===== src/ohl_pkg.sv =====
// ---------------------------------------------------------------------------
// ohl_pkg
// Shared types and codes for the ordered handle list: action and status
// codes, the sequencer state type and the result item structure.
// ---------------------------------------------------------------------------
package ohl_pkg;

    typedef enum logic [2:0] {
        ACT_APPEND = 3'd0,
        ACT_INSERT = 3'd1,
        ACT_REPLACE = 3'd2,
        ACT_REMOVE = 3'd3,
        ACT_DELETE = 3'd4,
        ACT_GET = 3'd5,
        ACT_CLEAR = 3'd6
    } action_t;

    typedef enum logic [1:0] {
        ST_OK = 2'd0,
        ST_FULL = 2'd1,
        ST_RANGE = 2'd2,
        ST_NOTFOUND = 2'd3
    } status_t;

    typedef enum logic [2:0] {
        S_IDLE,
        S_INS,
        S_PUT,
        S_SCAN,
        S_GET,
        S_DONE
    } seq_state_t;

    // One finished result item, as handed from the sequencer to the output stage.
    typedef struct packed {
        logic [31:0] handle;
        status_t status;
        logic [4:0] count;
    } res_t;

endpackage


===== src/ohl_ram.sv =====
// ---------------------------------------------------------------------------
// ohl_ram
// Generic single-clock memory with one write port and one read port.
// Read data is registered, so it appears in the cycle after the address.
// ---------------------------------------------------------------------------
module ohl_ram #(
    parameter int WIDTH = 32,
    parameter int DEPTH = 16,
    parameter int AW = $clog2(DEPTH)
) (
    input  logic             clk,
    input  logic             wr_en,
    input  logic [AW-1:0]    wr_addr,
    input  logic [WIDTH-1:0] wr_data,
    input  logic             rd_en,
    input  logic [AW-1:0]    rd_addr,
    output logic [WIDTH-1:0] rd_data
);

    logic [WIDTH-1:0] mem [DEPTH];
    logic [WIDTH-1:0] rd_data_reg;

    always_ff @(posedge clk)
    begin
        if (wr_en)
        begin
            mem[wr_addr] <= wr_data;
        end
        if (rd_en)
        begin
            rd_data_reg <= mem[rd_addr];
        end
    end

    assign rd_data = rd_data_reg;

endmodule


===== src/ohl_seq.sv =====
// ---------------------------------------------------------------------------
// ohl_seq
// Sequencer for the ordered handle list. Decodes one item, then walks the
// entry memory one entry per cycle to shift, search or read, and holds the
// finished result until the output stage takes it.
// ---------------------------------------------------------------------------
module ohl_seq
    import ohl_pkg::*;
#(
    parameter int CAPACITY = 16,
    parameter int HANDLE_WIDTH = 32,
    parameter int AW = $clog2(CAPACITY)
) (
    input  logic                    clk,
    input  logic                    rst_n,
    input  logic                    start,
    input  logic [2:0]              action,
    input  logic [4:0]              position,
    input  logic [31:0]             handle,
    output logic                    busy,
    output logic                    res_valid,
    input  logic                    res_ready,
    output res_t                    res,
    output logic                    mem_we,
    output logic [AW-1:0]           mem_wa,
    output logic [HANDLE_WIDTH-1:0] mem_wd,
    output logic                    mem_re,
    output logic [AW-1:0]           mem_ra,
    input  logic [HANDLE_WIDTH-1:0] mem_rd
);

    localparam int CW = $clog2(CAPACITY + 1);
    localparam int CMPW = (CW > 5) ? CW : 5;
    localparam int HW = HANDLE_WIDTH;

    seq_state_t state_reg, state_next;
    logic [CW-1:0] cnt_reg, cnt_next;
    action_t op_reg, op_next;
    logic [AW-1:0] pos_reg, pos_next;
    logic [AW-1:0] addr_reg, addr_next;
    logic [HW-1:0] hold_reg, hold_next;
    logic [HW-1:0] res_handle_reg, res_handle_next;
    status_t status_reg, status_next;
    logic found_reg, found_next;

    action_t act;
    logic [HW+31:0] h_ext;
    logic [HW-1:0] h_in;
    logic [HW+31:0] r_ext;
    logic [CMPW-1:0] pos_ext, cnt_ext, ins_ext;
    logic [AW-1:0] cnt_m1;
    logic is_full, ins_range, ins_tail, pos_range, cnt_zero, last, match;

    // Handles are cut to the stored width, or zero extended to it.
    assign h_ext = {{HW{1'b0}}, handle};
    assign h_in = h_ext[HW-1:0];
    assign r_ext = {32'd0, res_handle_reg};

    assign act = action_t'(action);
    assign pos_ext = CMPW'(position);
    assign cnt_ext = CMPW'(cnt_reg);
    assign ins_ext = (act == ACT_APPEND) ? cnt_ext : pos_ext;
    assign is_full = (cnt_ext == CMPW'(CAPACITY));
    assign ins_range = (ins_ext > cnt_ext);
    assign ins_tail = (ins_ext == cnt_ext);
    assign pos_range = (pos_ext >= cnt_ext);
    assign cnt_zero = (cnt_reg == '0);
    assign cnt_m1 = AW'(cnt_ext - CMPW'(1));
    assign last = (addr_reg == cnt_m1);
    assign match = !found_reg && ((op_reg == ACT_REMOVE) || (mem_rd == hold_reg));

    always_comb
    begin
        state_next = state_reg;
        unique case (state_reg)
            S_IDLE:
            begin
                if (start)
                begin
                    unique case (act) inside
                        ACT_APPEND, ACT_INSERT:
                        begin
                            if (is_full || ins_range || ins_tail)
                                state_next = S_DONE;
                            else
                                state_next = S_INS;
                        end
                        ACT_REMOVE:
                            state_next = pos_range ? S_DONE : S_SCAN;
                        ACT_DELETE:
                            state_next = cnt_zero ? S_DONE : S_SCAN;
                        ACT_GET:
                            state_next = pos_range ? S_DONE : S_GET;
                        default:
                            state_next = S_DONE;
                    endcase
                end
            end
            S_INS:
                state_next = (addr_reg == pos_reg) ? S_PUT : S_INS;
            S_PUT:
                state_next = S_DONE;
            S_SCAN:
                state_next = last ? S_DONE : S_SCAN;
            S_GET:
                state_next = S_DONE;
            S_DONE:
                state_next = res_ready ? S_IDLE : S_DONE;
            default:
                state_next = S_IDLE;
        endcase
    end

    always_comb
    begin
        cnt_next = cnt_reg;
        op_next = op_reg;
        pos_next = pos_reg;
        addr_next = addr_reg;
        hold_next = hold_reg;
        res_handle_next = res_handle_reg;
        status_next = status_reg;
        found_next = found_reg;
        mem_we = 1'b0;
        mem_wa = addr_reg;
        mem_wd = mem_rd;
        mem_re = 1'b0;
        mem_ra = addr_reg;

        unique case (state_reg)
            S_IDLE:
            begin
                if (start)
                begin
                    op_next = act;
                    pos_next = ins_ext[AW-1:0];
                    hold_next = h_in;
                    res_handle_next = '0;
                    status_next = ST_OK;
                    found_next = 1'b0;
                    unique case (act) inside
                        ACT_APPEND, ACT_INSERT:
                        begin
                            if (is_full)
                            begin
                                status_next = ST_FULL;
                            end
                            else if (ins_range)
                            begin
                                status_next = ST_RANGE;
                            end
                            else if (ins_tail)
                            begin
                                mem_we = 1'b1;
                                mem_wa = ins_ext[AW-1:0];
                                mem_wd = h_in;
                                cnt_next = cnt_reg + CW'(1);
                            end
                            else
                            begin
                                // Start the upward shift from the last entry.
                                mem_re = 1'b1;
                                mem_ra = cnt_m1;
                                addr_next = cnt_m1;
                            end
                        end
                        ACT_REPLACE:
                        begin
                            if (pos_range)
                            begin
                                status_next = ST_RANGE;
                            end
                            else
                            begin
                                mem_we = 1'b1;
                                mem_wa = pos_ext[AW-1:0];
                                mem_wd = h_in;
                            end
                        end
                        ACT_REMOVE, ACT_GET:
                        begin
                            if (pos_range)
                            begin
                                status_next = ST_RANGE;
                            end
                            else
                            begin
                                mem_re = 1'b1;
                                mem_ra = pos_ext[AW-1:0];
                                addr_next = pos_ext[AW-1:0];
                            end
                        end
                        ACT_DELETE:
                        begin
                            if (cnt_zero)
                            begin
                                status_next = ST_NOTFOUND;
                            end
                            else
                            begin
                                mem_re = 1'b1;
                                mem_ra = '0;
                                addr_next = '0;
                            end
                        end
                        ACT_CLEAR:
                            cnt_next = '0;
                        default:
                        begin
                        end
                    endcase
                end
            end
            S_INS:
            begin
                mem_we = 1'b1;
                mem_wa = addr_reg + AW'(1);
                mem_wd = mem_rd;
                if (addr_reg != pos_reg)
                begin
                    mem_re = 1'b1;
                    mem_ra = addr_reg - AW'(1);
                    addr_next = addr_reg - AW'(1);
                end
            end
            S_PUT:
            begin
                mem_we = 1'b1;
                mem_wa = pos_reg;
                mem_wd = hold_reg;
                cnt_next = cnt_reg + CW'(1);
            end
            S_SCAN:
            begin
                // Once the entry is taken, every later entry moves down one slot.
                if (found_reg)
                begin
                    mem_we = 1'b1;
                    mem_wa = addr_reg - AW'(1);
                    mem_wd = mem_rd;
                end
                if (match)
                begin
                    found_next = 1'b1;
                    res_handle_next = mem_rd;
                end
                if (last)
                begin
                    if (found_reg || match)
                        cnt_next = cnt_reg - CW'(1);
                    else
                        status_next = ST_NOTFOUND;
                end
                else
                begin
                    mem_re = 1'b1;
                    mem_ra = addr_reg + AW'(1);
                    addr_next = addr_reg + AW'(1);
                end
            end
            S_GET:
                res_handle_next = mem_rd;
            S_DONE:
            begin
            end
            default:
            begin
            end
        endcase
    end

    always_ff @(posedge clk or negedge rst_n)
    begin
        if (!rst_n)
        begin
            state_reg <= S_IDLE;
            cnt_reg <= '0;
        end
        else
        begin
            state_reg <= state_next;
            cnt_reg <= cnt_next;
        end
    end

    always_ff @(posedge clk)
    begin
        op_reg <= op_next;
        pos_reg <= pos_next;
        addr_reg <= addr_next;
        hold_reg <= hold_next;
        res_handle_reg <= res_handle_next;
        status_reg <= status_next;
        found_reg <= found_next;
    end

    assign busy = (state_reg != S_IDLE);
    assign res_valid = (state_reg == S_DONE);
    assign res.handle = r_ext[31:0];
    assign res.status = status_reg;
    assign res.count = cnt_ext[4:0];

endmodule


===== src/ordered_handle_list.sv =====
// ---------------------------------------------------------------------------
// ordered_handle_list
// Ordered list of up to CAPACITY handles with append, insert, replace,
// remove, delete by value, get and clear; one result item per input item.
// ---------------------------------------------------------------------------
// The list lives in one memory with a registered read, and a sequencer
// works on one item at a time, moving at most one entry per cycle through
// that memory. An item is taken only while the sequencer is idle; its
// result then sits in an output register, so the next item can be taken
// while that result waits. Append, replace, clear, unused codes and any
// action refused by its full, range or empty check finish without walking
// the memory. An insert at position p moves each entry from the last down
// to p up one slot, then writes the new handle at p; a remove at p walks
// from p to the end of the list; a get reads a single entry; and a delete
// walks the whole list, whether or not it finds a match. The shift and
// search walk one entry per cycle through the memory's single read and
// single write port, so an insert at the front of a list of 15, or a
// remove at the front or a delete on a full list of 16, is the slowest.
// Reset clears the entry count, the sequencer state and the output valid
// flag, but not the memory: slots at or above the count are never read,
// so the memory needs no clearing pass. A vacated slot is not zeroed for
// the same reason. The entry count reported is the count modulo 32.
module ordered_handle_list
    import ohl_pkg::*;
#(
    parameter int CAPACITY = 16,
    parameter int HANDLE_WIDTH = 32
) (
    input  logic        clk,
    input  logic        rst_n,
    input  logic        in_valid,
    output logic        in_stall,
    input  logic [2:0]  action,
    input  logic [4:0]  position,
    input  logic [31:0] handle,
    output logic        out_valid,
    input  logic        out_stall,
    output logic [31:0] result_handle,
    output logic [1:0]  status,
    output logic [4:0]  entry_count
);

    localparam int AW = $clog2(CAPACITY);

    logic busy;
    logic res_valid;
    logic res_ready;
    res_t res;
    logic mem_we;
    logic [AW-1:0] mem_wa;
    logic [HANDLE_WIDTH-1:0] mem_wd;
    logic mem_re;
    logic [AW-1:0] mem_ra;
    logic [HANDLE_WIDTH-1:0] mem_rd;

    logic out_valid_reg, out_valid_next;
    res_t out_res_reg, out_res_next;

    // The sequencer only takes an item when it has nothing in flight.
    assign in_stall = busy;

    ohl_seq #(
        .CAPACITY(CAPACITY),
        .HANDLE_WIDTH(HANDLE_WIDTH),
        .AW(AW)
    ) u_seq (
        .clk(clk),
        .rst_n(rst_n),
        .start(in_valid && !in_stall),
        .action(action),
        .position(position),
        .handle(handle),
        .busy(busy),
        .res_valid(res_valid),
        .res_ready(res_ready),
        .res(res),
        .mem_we(mem_we),
        .mem_wa(mem_wa),
        .mem_wd(mem_wd),
        .mem_re(mem_re),
        .mem_ra(mem_ra),
        .mem_rd(mem_rd)
    );

    ohl_ram #(
        .WIDTH(HANDLE_WIDTH),
        .DEPTH(CAPACITY),
        .AW(AW)
    ) u_entries (
        .clk(clk),
        .wr_en(mem_we),
        .wr_addr(mem_wa),
        .wr_data(mem_wd),
        .rd_en(mem_re),
        .rd_addr(mem_ra),
        .rd_data(mem_rd)
    );

    // Output register: a new result may load when the register is empty or
    // its current item leaves in this same cycle.
    assign res_ready = !out_valid_reg || !out_stall;

    always_comb
    begin
        out_valid_next = out_valid_reg;
        out_res_next = out_res_reg;
        if (res_valid && res_ready)
        begin
            out_valid_next = 1'b1;
            out_res_next = res;
        end
        else if (out_valid_reg && !out_stall)
        begin
            out_valid_next = 1'b0;
        end
    end

    always_ff @(posedge clk or negedge rst_n)
    begin
        if (!rst_n)
        begin
            out_valid_reg <= 1'b0;
        end
        else
        begin
            out_valid_reg <= out_valid_next;
        end
    end

    always_ff @(posedge clk)
    begin
        out_res_reg <= out_res_next;
    end

    assign out_valid = out_valid_reg;
    assign result_handle = out_res_reg.handle;
    assign status = out_res_reg.status;
    assign entry_count = out_res_reg.count;

`ifndef SYNTHESIS
    // A finished result that the output register cannot take yet must hold.
    a_res_hold: assert property (@(posedge clk) disable iff (!rst_n)
        res_valid && !res_ready |=> res_valid && $stable(res))
        else $error("sequencer result changed while waiting for the output register");

    // A failed action never reports a handle.
    a_fail_no_handle: assert property (@(posedge clk) disable iff (!rst_n)
        res_valid && (res.status != ST_OK) |-> res.handle == '0)
        else $error("failed action carries a nonzero handle");

    // Every accepted item occupies the sequencer for at least the next cycle.
    a_busy_after_accept: assert property (@(posedge clk) disable iff (!rst_n)
        in_valid && !in_stall |=> in_stall)
        else $error("sequencer free right after taking an item");
`endif

endmodule


===== config.mk =====
export PLATFORM = sky130hd
export DESIGN_NAME = ordered_handle_list
export DESIGN_NICKNAME = d
export VERILOG_FILES = /design/src/ohl_pkg.sv /design/src/ohl_ram.sv /design/src/ohl_seq.sv /design/src/ordered_handle_list.sv
export SDC_FILE = /design/constraint.sdc
export NUM_CORES = 1
export LEC_CHECK = 0
export BUFFER_PORTS_ARGS = -buffer_cell sky130_fd_sc_hd__clkbuf_2
export CORE_ASPECT_RATIO = 0.75
export CORE_MARGIN = 10
export CORE_UTILIZATION = 45
export CTS_BUF_LIST = sky130_fd_sc_hd__clkbuf_8
export CTS_CLUSTER_SIZE = 28
export DETAILED_ROUTE_END_ITERATION = 12
export HOLD_SLACK_MARGIN = 0.08
export SYNTH_ARGS = -nofsm -noshare
export SYNTH_HDL_FRONTEND = slang
export SYNTH_SLANG_ARGS = --single-unit

===== constraint.sdc =====
create_clock -name clk -period 5.8 [get_ports clk]
set_clock_uncertainty 0.2 [all_clocks]
set_input_delay 0.29 -clock clk [delete_from_list [all_inputs] [get_ports clk]]
set_output_delay 0.29 -clock clk [all_outputs]
set_load 0.02 [all_outputs]

-- Yosys cells after proc, flatten, opt, wreduce, memory -nomap -nowiden
Memories as Yosys holds them, arrays and structs flattened. A register that Yosys moved wholly into a read port is not among the register bits.
Cells that the tools add are included.
- muxes and demuxes: 79
- equality and inequality tests: 27
- magnitude comparators: 2
- reductions and logical operators: 31
- add/sub/neg operators: 4
- operator list (operator ; count):
    $mux 32 ; 7
    $pmux 32 s2 ; 2
    $pmux 32 s3 ; 1
    $mux 4 ; 13
    $mux 5 ; 7
    $eq 32x32->1 ; 1
    $pmux 4 s3 ; 2
    $mux 1 ; 20
    $mux 3 ; 6
    $mux 2 ; 8
    $pmux 4 s4 ; 1
    $eq 3x2->1 const B ; 5
    $eq 3x3->1 const B ; 5
    $pmux 3 s5 ; 1
    $pmux 5 s3 ; 1
    $pmux 3 s4 ; 1
    $pmux 5 s2 ; 1
    $pmux 1 s3 ; 3
    $reduce_bool 3->1 ; 3
    $eq 4x4->1 ; 2
    $ne 2x1->1 const B ; 4
    $pmux 4 s2 ; 1
    $reduce_and 8->1 ; 1
    $reduce_or 2->1 ; 4
    26 further kinds ; 43
- flip-flop bits (word level): 126
- memories: 1
- bits of input ports: 44
- bits in writable memories: 512
- memories (name ; words ; bits a word ; rd ports ; clocked after memory_dff ; wr ports ; RTL line ; RTL):
    u_entries.mem ; 16 ; 32 ; 1 ; 1 ; 1 ; ohl_ram.sv:20 ; logic [WIDTH-1:0] mem [DEPTH];

-- Logic depth before layout (Yosys ltp)
Gate-level depths: netlist (run 1).
- depth after elaboration: 11
- depth in mapped cells: 18

-- Cells and area by module
Synthesis (run 1) repeated with hierarchy kept, for this count alone.
- cells, all modules: 1434
- area total of the unflattened synthesis: 26838.2 µm²
- modules (own cells, without submodules) (module ; area an instance (µm²) ; times used ; cells an instance ; sequential area each (µm²)):
    ohl_ram ; 20155.6 ; 1 ; 838 ; 16335.7
    ohl_seq ; 5457.7 ; 1 ; 552 ; 2502.4
    ordered_handle_list ; 1224.9 ; 1 ; 44 ; 1196.1

-- Least setup slack after synthesis (run 1)
No wires, ideal clock.
- kind: input-to-reg
- from: in action[2]
- to: reg u_entries.rd_data_reg[0], in the netlist u_entries.rd_data[0], read port of u_entries.mem, enable pin
- stages on the path: 10
- data arrival time: 4.970 ns
- required time: 5.130 ns
- buffers on the path: 1
- setup time: 0.470 ns
- slack: 0.159 ns
- path through: clkbuf_1 > nor3_1 > mux2i_1 > inv_1 > ha_1 > a211oi_1 > o221ai_1 > nand4b_1 > a21oi_2 > a21boi_0
- longest elaborated chain between the ends: 9
- elaborated cells on any way between the ends: 22
- ends and longest elaborated chain (what ; RTL line ; RTL):
    from (decl) ; ordered_handle_list.sv:33 ; input logic [2:0] action,
    $logic_not 3->1 * ; ohl_seq.sv:62 ; assign ins_ext = (act == ACT_APPEND) ? cnt_ext : pos_ext;
    $mux 5 * ; ohl_seq.sv:62 ;
    net u_seq.ins_ext[2] ; ohl_seq.sv:50 ; logic [CMPW-1:0] pos_ext, cnt_ext, ins_ext;
    parallel branches: the longest is 2 deep, another holds $gt 5x5->1 ; - ;
    $mux 1 * ; ohl_seq.sv:148 ; else if (ins_range)
    $mux 1 * ; ohl_seq.sv:144 ; if (is_full)
    $pmux 1 s3 * ; ohl_seq.sv:141 ; unique case (act) inside
    $mux 1 * ; ohl_seq.sv:133 ; if (start)
    $pmux 1 s3 * ; ohl_seq.sv:130 ; unique case (state_reg)
    net mem_re ; ordered_handle_list.sv:52 ; logic mem_re;
    to (decl) ; ohl_ram.sv:21 ; logic [WIDTH-1:0] rd_data_reg;
Mark *: on every way through the listed nets, which the timed path passes.
A chain may end at the register's enable or synchronous reset.

-- Worst setup path after layout (run 1)
- from: reg u_seq.cnt_reg[0], in the netlist u_seq.cnt_ext[0]
- to: mem u_entries.mem[4][17], enable pin
- longest elaborated chain between the ends: 10
- elaborated cells on any way between the ends: 21
- ends and longest elaborated chain (what ; RTL line ; RTL):
    from (decl) ; ohl_seq.sv:37 ; logic [CW-1:0] cnt_reg, cnt_next;
    from (signal assigned) ; ohl_seq.sv:282 ; cnt_reg <= cnt_next;
    parallel branches: the longest is 10 deep, another holds $gt 5x5->1 ; - ;
    to (decl) ; ohl_ram.sv:20 ;
Parallel ways; which one is timed is not known.

==> key figures, run 1 <==
Clocking
  – Total clock sinks: 670
  – Clk root buf: clkbuf_8
  – Num CTS Buffers: 100
  – Postcts setup bufs: 0
  – CTS tree: yes
  – Max Root-Sink Buffers: 3
  – PostCTS Resize Cnt: 0
  – Clk_lat worst skew: 700 ps
  – Worst-path clk slew: 70 ps
  – CTS H-tree depth: 3

Detailed routing
  – Via count: 18,300
  – Via/cell ratio: 5.98
  – DRC viols: 0
  – Drt total wl: 76.2 mm
  – ANT nets after route: 0
  – Starting DRC count in detailed routing: 2,142
  – DRT Pass-1 Iters: 5
  – Routed len/inst: 25.0 um

STA
  – Period utilization: 87.1%
  – Unrepaired setup endpoints after global routing: false
  – Fin. max-slew vios: 0
  – Fmax: 198 MHz
  – Worst slew pin tran: 1230 ps
  – Count of final hold-check violations: 0
  – # setup viols final: 0
  – Fin Setup TNS: 0 ps
  – Max_slew headroom: 18.1%
  – Post-route minimum period: 5050 ps

Place
  – Routability Congestion: 0.908
  – IO Port Bufs: 84
  – Hpwl dp: 43.4 mm
  – Cell count after placement: 2,825

Global routing
  – Largest net degree at the start of global routing: 161
  – Number of global-route vias before repair: 17,200
  – First-pass GRT wire length: 112 mm
  – Grt met1 use: 31.9%
  – Initial antenna violation count: 2
  – Met3 Use GR: 4.83%
  – Global route hottest layer: met1
  – Total GRT Usage: 20.4%
  – GRT overflow: 0
  – M2 GR Usage: 27.5%

Cells and area
  – Layout area overhead: 13.6%
  – Largest reg by FF count: u_entries.mem
  – Post-route non-filler standard cell count: 3,051
  – Share of cells above drive strength 1: 13.1%
  – Fillers: 5,104
  – Nets: 2,229
  – Max reg flops: 512

Die
  – I/O pin count: 85
  – Core footprint: 60,800 um2
  – Die area: 72,300 um2
  – # rows: 78
  – Die W: 307 um
  – Initial Util: 45.8%
  – Die Height: 235 um

Yosys
  – Async SR Flop Fraction: 1.34%
  – Ys Warns: 0
  – Post-Syn Area per Cell: 13.7 um2
  – Yosys cell types: 69
  – Netlist Area Pre-Place: 27,800 um2
  – Yosys reg bits: 670
  – Net count after synthesis: 2,089
  – Sequential share of the synthesized area: 72.0%
  – Main synth FF type: edfxtp_1
  – Synthesized netlist cell count: 2,030
  – EDFF count, synth: 657

Setup path
  – CP Max Fanout: 32
  – R2R Setup Slk: 750 ps
  – Setup CP Type: reg2reg
  – CP Capture Type: register
  – CP Data Arrival Time: 5170 ps
  – Crit path launch type: register
  – CP Data Required Time: 5920 ps

Flow run
  – Max cap viols: 0

Worst hold path
  – Hold Path Class: in2reg

Status
  – Outcome: finished clean
kinds of logic (layout without fill, tap and decap cells):
family / Yosys count / count (layout) / share of synthesized area [%]
DFF: 670 / 670 / 72.0
AOI/OAI and AO/OA: 583 / 583 / 13.3
and+or+nand+nor: 512 / 512 / 8.27
buffers and inverters: 162 / 382 / 2.71
xor gates and xnor gates: 47 / 47 / 1.53
muxes: 41 / 41 / 1.48
adders and majority gates: 15 / 15 / 0.674
other: 0 / 1 / 0
cells in the final DEF (no fill, tap or decap), drive strengths merged, types with 3 or more instances in the layout:
master | Yosys | final
a22oi | 130 | 130
nor2b | 40 | 40
dfrtp | 9 | 9
inv | 23 | 58
ha | 15 | 15
nand2 | 287 | 287
nor2 | 49 | 49
a21o | 33 | 33
a32oi | 3 | 3
and2 | 3 | 3
o21ai | 19 | 19
xor2 | 39 | 39
xnor2 | 7 | 7
a211oi | 4 | 4
nand3 | 37 | 37
a21boi | 3 | 3
or3 | 8 | 8
nand2b | 9 | 9
edfxtp | 657 | 657
a31oi | 41 | 41
nor3 | 50 | 50
o21a | 4 | 4
clkinv | 1 | 39
a221oi | 3 | 3
a221o | 36 | 36
dfxtp | 4 | 4
nor4 | 11 | 11
clkinvlp | 0 | 4
buf | 82 | 49
clkbuf | 56 | 187
a21oi | 279 | 279
mux2i | 39 | 39
nand4 | 6 | 6
o22ai | 7 | 7
o31ai | 4 | 4
dlygate4sd3 | 0 | 43
worst max-delay path: stages, from the launching register on:
cell and delay (ps):
dfrtp_1 730, ha_1 340, nand2b_1 130, a31oi_1 260
o21a_1 310, buf_4 220, mux2i_1 480, o21ai_0 170
a2111oi_0 570, a221o_1 220, nand2b_1 250, nor2_4 160
buf_4 590
synth_stat cells, drive strengths merged, types with 3 or more instances:
cell,n,area (um2)
nor3,50,260
o22ai,7,43.8
a21boi,3,22.5
nand3,37,185
a32oi,3,26.3
buf,82,453
dfxtp,4,80.1
inv,23,86.3
mux2i,39,390
nand2b,9,56.3
o21a,4,30.0
xor2,39,342
and2,3,18.8
a21oi,279,1410
a211oi,4,30.0
nand2,287,1080
a221oi,3,32.5
nor2b,40,250
a22oi,130,976
a21o,33,248
nor4,11,75.1
o21ai,19,95.1
xnor2,7,61.3
or3,8,50.1
a31oi,41,257
nor2,49,186
ha,15,188
clkbuf,56,210
o31ai,4,30.0
a221o,36,360
dfrtp,9,225
edfxtp,657,19700
nand4,6,37.5
cell type report:
type	count	area [um2]	share of cell area, %
Multi-Input combinational cell	1198	7270	23.0
Sequential cell	670	20000	63.4
Clock buffer	103	1420	4.48
Tap cell	800	1000	3.17
Clock inverter	79	382	1.21
Inverter	24	96.3	0.305
Timing Repair Buffer	176	1420	4.49
Antenna cell	1	2.50	0.00791
what timing repair did:
| item | in CTS | in global routing |
|---|---|---|
| endpoints found under the hold margin | 95 | 0 |
| hold buffers | 43 | 0 |
| endpoints found under the setup margin | 0 | 0 |
final timing paths:
kind,startpoint,to,cells after the start
max reg2reg,u_seq.cnt_ext[0],u_entries.mem[4][17],12
max,u_seq.cnt_ext[0],u_entries.mem[4][17],12
min in group asynchronous,rst_n,u_seq.cnt_ext[4],3
min,handle[13],u_seq.hold_reg[13],2
min reg2reg,u_seq.res_handle_reg[13],result_handle[13],0
max in group asynchronous,rst_n,u_seq.cnt_ext[0],3
layer usage:
metal / part of all wire [%] / vias to the layer above
li1: - / 8079
met1: 47 / 9138
met2: 41 / 921
met3: 9.6 / 121
met4: 2.1 / 0
met5: 0 / -
metrics by stage:
stage / cell area, um2 / setup slack [ps] / utilization (%) / hold WS [ps]
after CTS: 31600 / 823 / 52.0 / 102
after global routing: 31600 / 492 / 52.0 / 126
final: 31600 / 751 / 52.0 / 145
after floorplan: 27800 / 160 / - / -206
after global placement: 29400 / 913 / 48.3 / -42.1
after detailed placement: 29400 / 858 / 48.3 / -26.5
Power of run 1 is left out: the tool's default activity adds up to more than one toggle a clock period on the data nets, which glitch-free logic cannot reach.
==> run 2, diff against run 1 <==
CORE_ASPECT_RATIO = 0.5   (was 0.75)
==> key figures, run 2 (synthesis results as in run 1) <==
Status
  – Outcome: finished clean

Detailed routing
  – Routed len/inst: 25.6 um (+2.7%)
  – Via count: 18,200 (-0.39%)
  – DRC viols: 0 (unchanged)
  – ANT nets after route: 0 (unchanged)
  – Via/cell ratio: 5.94 (-0.78%)
  – DRT Pass-1 Iters: 5 (unchanged)
  – Starting DRC count in detailed routing: 2,063 (-3.7%)
  – Drt total wl: 78.5 mm (+3.1%)

Place
  – Cell count after placement: 2,849 (+0.85%)
  – IO Port Bufs: 84 (unchanged)
  – Hpwl dp: 42.9 mm (-1.2%)
  – Routability Congestion: 0.891 (-1.9%)

Cells and area
  – Ant. Diodes: 0 (-1)
  – Nets: 2,227 (-0.090%)
  – Area occupied by multi-input gates: 7280 um2 (+0.14%)
  – Layout area overhead: 13.4%
  – Share of cells above drive strength 1: 13.0% (-0.019 points)
  – Largest reg by FF count: u_entries.mem
  – Post-layout util: 51.6% (-0.42 points)
  – Post-route non-filler standard cell count: 3,063 (+0.39%)
  – Max reg flops: 512 (unchanged)
  – Fillers: 5,184 (+1.6%)
  – Most frequent cells in the layout: edfxtp_1, nand2_1, a21oi_1, a22oi_1, clkbuf_8
  – Commonest non-fill, non-tap cell in the layout: edfxtp_1
  – Area taken by flip-flops and latches: 20,000 um2 (unchanged)

Setup path
  – CP Data Required Time: 5990 ps (+70 ps)
  – CP Max Fanout: 32 (unchanged)
  – Slowest stage delay, CP: 580 ps (-150 ps)
  – Cell repeated most along the worst path: buf_4
  – Worst Path Buf+Inv: 5 (+3)
  – Setup CP Type: in2reg
  – CP Capture Type: register
  – Crit-path leading delay family: buffers and inverters
  – Worst path slowest cell: buf_4
  – CP Data Arrival Time: 5100 ps (-70 ps)
  – Crit path launch type: input pin
  – Crit-path cells: dlygate4sd3_1 -> clkbuf_2 -> nor3_1 -> buf_4 -> mux2i_1 -> inv_1 -> ha_1 -> a211oi_1 -> o221ai_1 -> nand4b_1 -> a21oi_2 -> o22ai_1 -> or4_1 -> nand2_2 -> buf_4 -> a221o_1 -> nand3_1

Die
  – Initial Util: 45.5% (-0.28 points)
  – Core footprint: 61,200 um2 (+0.62%)
  – Die Height: 196 um (-17%)
  – I/O pin count: 85 (unchanged)
  – Die area: 72,800 um2 (+0.69%)
  – # rows: 64 (-18%)
  – Die W: 372 um (+21%)

Worst hold path
  – Hold Path Class: in2reg

STA
  – Unrepaired setup endpoints after global routing: false
  – Worst slew pin tran: 1020 ps (-202 ps)
  – Count of final hold-check violations: 0 (unchanged)
  – Fin. max-slew vios: 0 (unchanged)
  – Period utilization: 84.7% (-2.4 points)
  – Max_slew headroom: 31.7% (+14 points)
  – Fmax: 204 MHz (+2.8%)
  – # setup viols final: 0 (unchanged)
  – Fin Setup TNS: 0 ps (unchanged)
  – Post-route minimum period: 4910 ps (-139 ps)

Clocking
  – Max Root-Sink Buffers: 3 (unchanged)
  – Num CTS Buffers: 99 (-1.0%)
  – Worst-path clk slew: 60 ps (about the same)
  – Total clock sinks: 670 (unchanged)
  – Clk root buf: clkbuf_8
  – CTS tree: yes
  – Postcts setup bufs: 0 (unchanged)
  – CTS H-tree depth: 3 (unchanged)
  – Clk_lat worst skew: 690 ps (about the same)

Global routing
  – Initial antenna violation count: 0 (-2)
  – GRT overflow: 0 (unchanged)
  – Largest net degree at the start of global routing: 161 (unchanged)
  – Total GRT Usage: 21.0% (+0.62 points)
  – First-pass GRT wire length: 116 mm (+3.2%)
  – Number of global-route vias before repair: 17,500 (+1.7%)

Flow run
  – Max cap viols: 0 (unchanged)
run 2: cell types whose count changed in the layout (fill, tap and decap cells not counted), moves of 2 or more:
cell	change
clkinv_2	+2
buf_4	+2
clkbuf_8	-4
clkinv_1	-10
clkinvlp_4	-4
buf_12	-3
run 2: path summary, 6_finish.rpt:
check / startpoint / to / slack (ps) / depth (start not counted)
max: action[2] / u_entries.rd_data[13] / 890 / 17
min: handle[24] / u_seq.hold_reg[24] / 160 / 2
max reg2reg: u_seq.cnt_ext[2] / u_entries.mem[12][0] / 950 / 12
min reg2reg: u_seq.res_handle_reg[17] / result_handle[17] / 200 / 0
max in group asynchronous: rst_n / out_valid / 4600 / 3
min in group asynchronous: rst_n / u_seq.cnt_ext[3] / 440 / 3
run 2: metrics by stage:
| stage | hold slack [ps] | setup WS, ps | instance area, um2 |
|---|---|---|---|
| 4_1_cts | 130 | 983 | 31600 |
| 3_3_place_gp | -23.1 | 877 | 29400 |
| 2_1_floorplan | -206 | 160 | 27800 |
| 3_5_place_dp | -16.9 | 840 | 29400 |
| 6_report | 162 | 890 | 31600 |
| 5_1_grt | 169 | 498 | 31600 |
run 2: what timing repair did:
action | 4_1_cts | 5_1_grt
hold endpoints to repair | 63 | 0
resized for setup | 0 | 0
hold buffers | 43 | 0
run 2: layer usage:
metal  GRT usage [%]  up-vias  wire length [um]
met5               0        -                 0
met4            6.53        0              2090
met3            3.97      144              6620
met2            31.6      833             35100
met1            30.7     9152             34700
li1                -     8058                 -
run 2: area by class of cell:
cell class	count	area share (%)
Tap cell	825	3.27
Sequential cell	670	63.5
Clock buffer	99	4.32
Timing Repair Buffer	175	4.35
Clock inverter	72	1.21
Multi-Input combinational cell	1198	23.1
Inverter	24	0.305
run 2: worst reg2reg max path, stage by stage (launching register included):
cell	delay (ps)
dfrtp_1	690
inv_1	150
ha_1	320
a21o_1	150
a31oi_1	240
o21a_1	270
mux2i_1	390
o21ai_0	180
a2111oi_0	640
a221o_1	240
nand2b_1	270
nor2_4	190
buf_4	510
Power of run 2 is left out for the same reason.
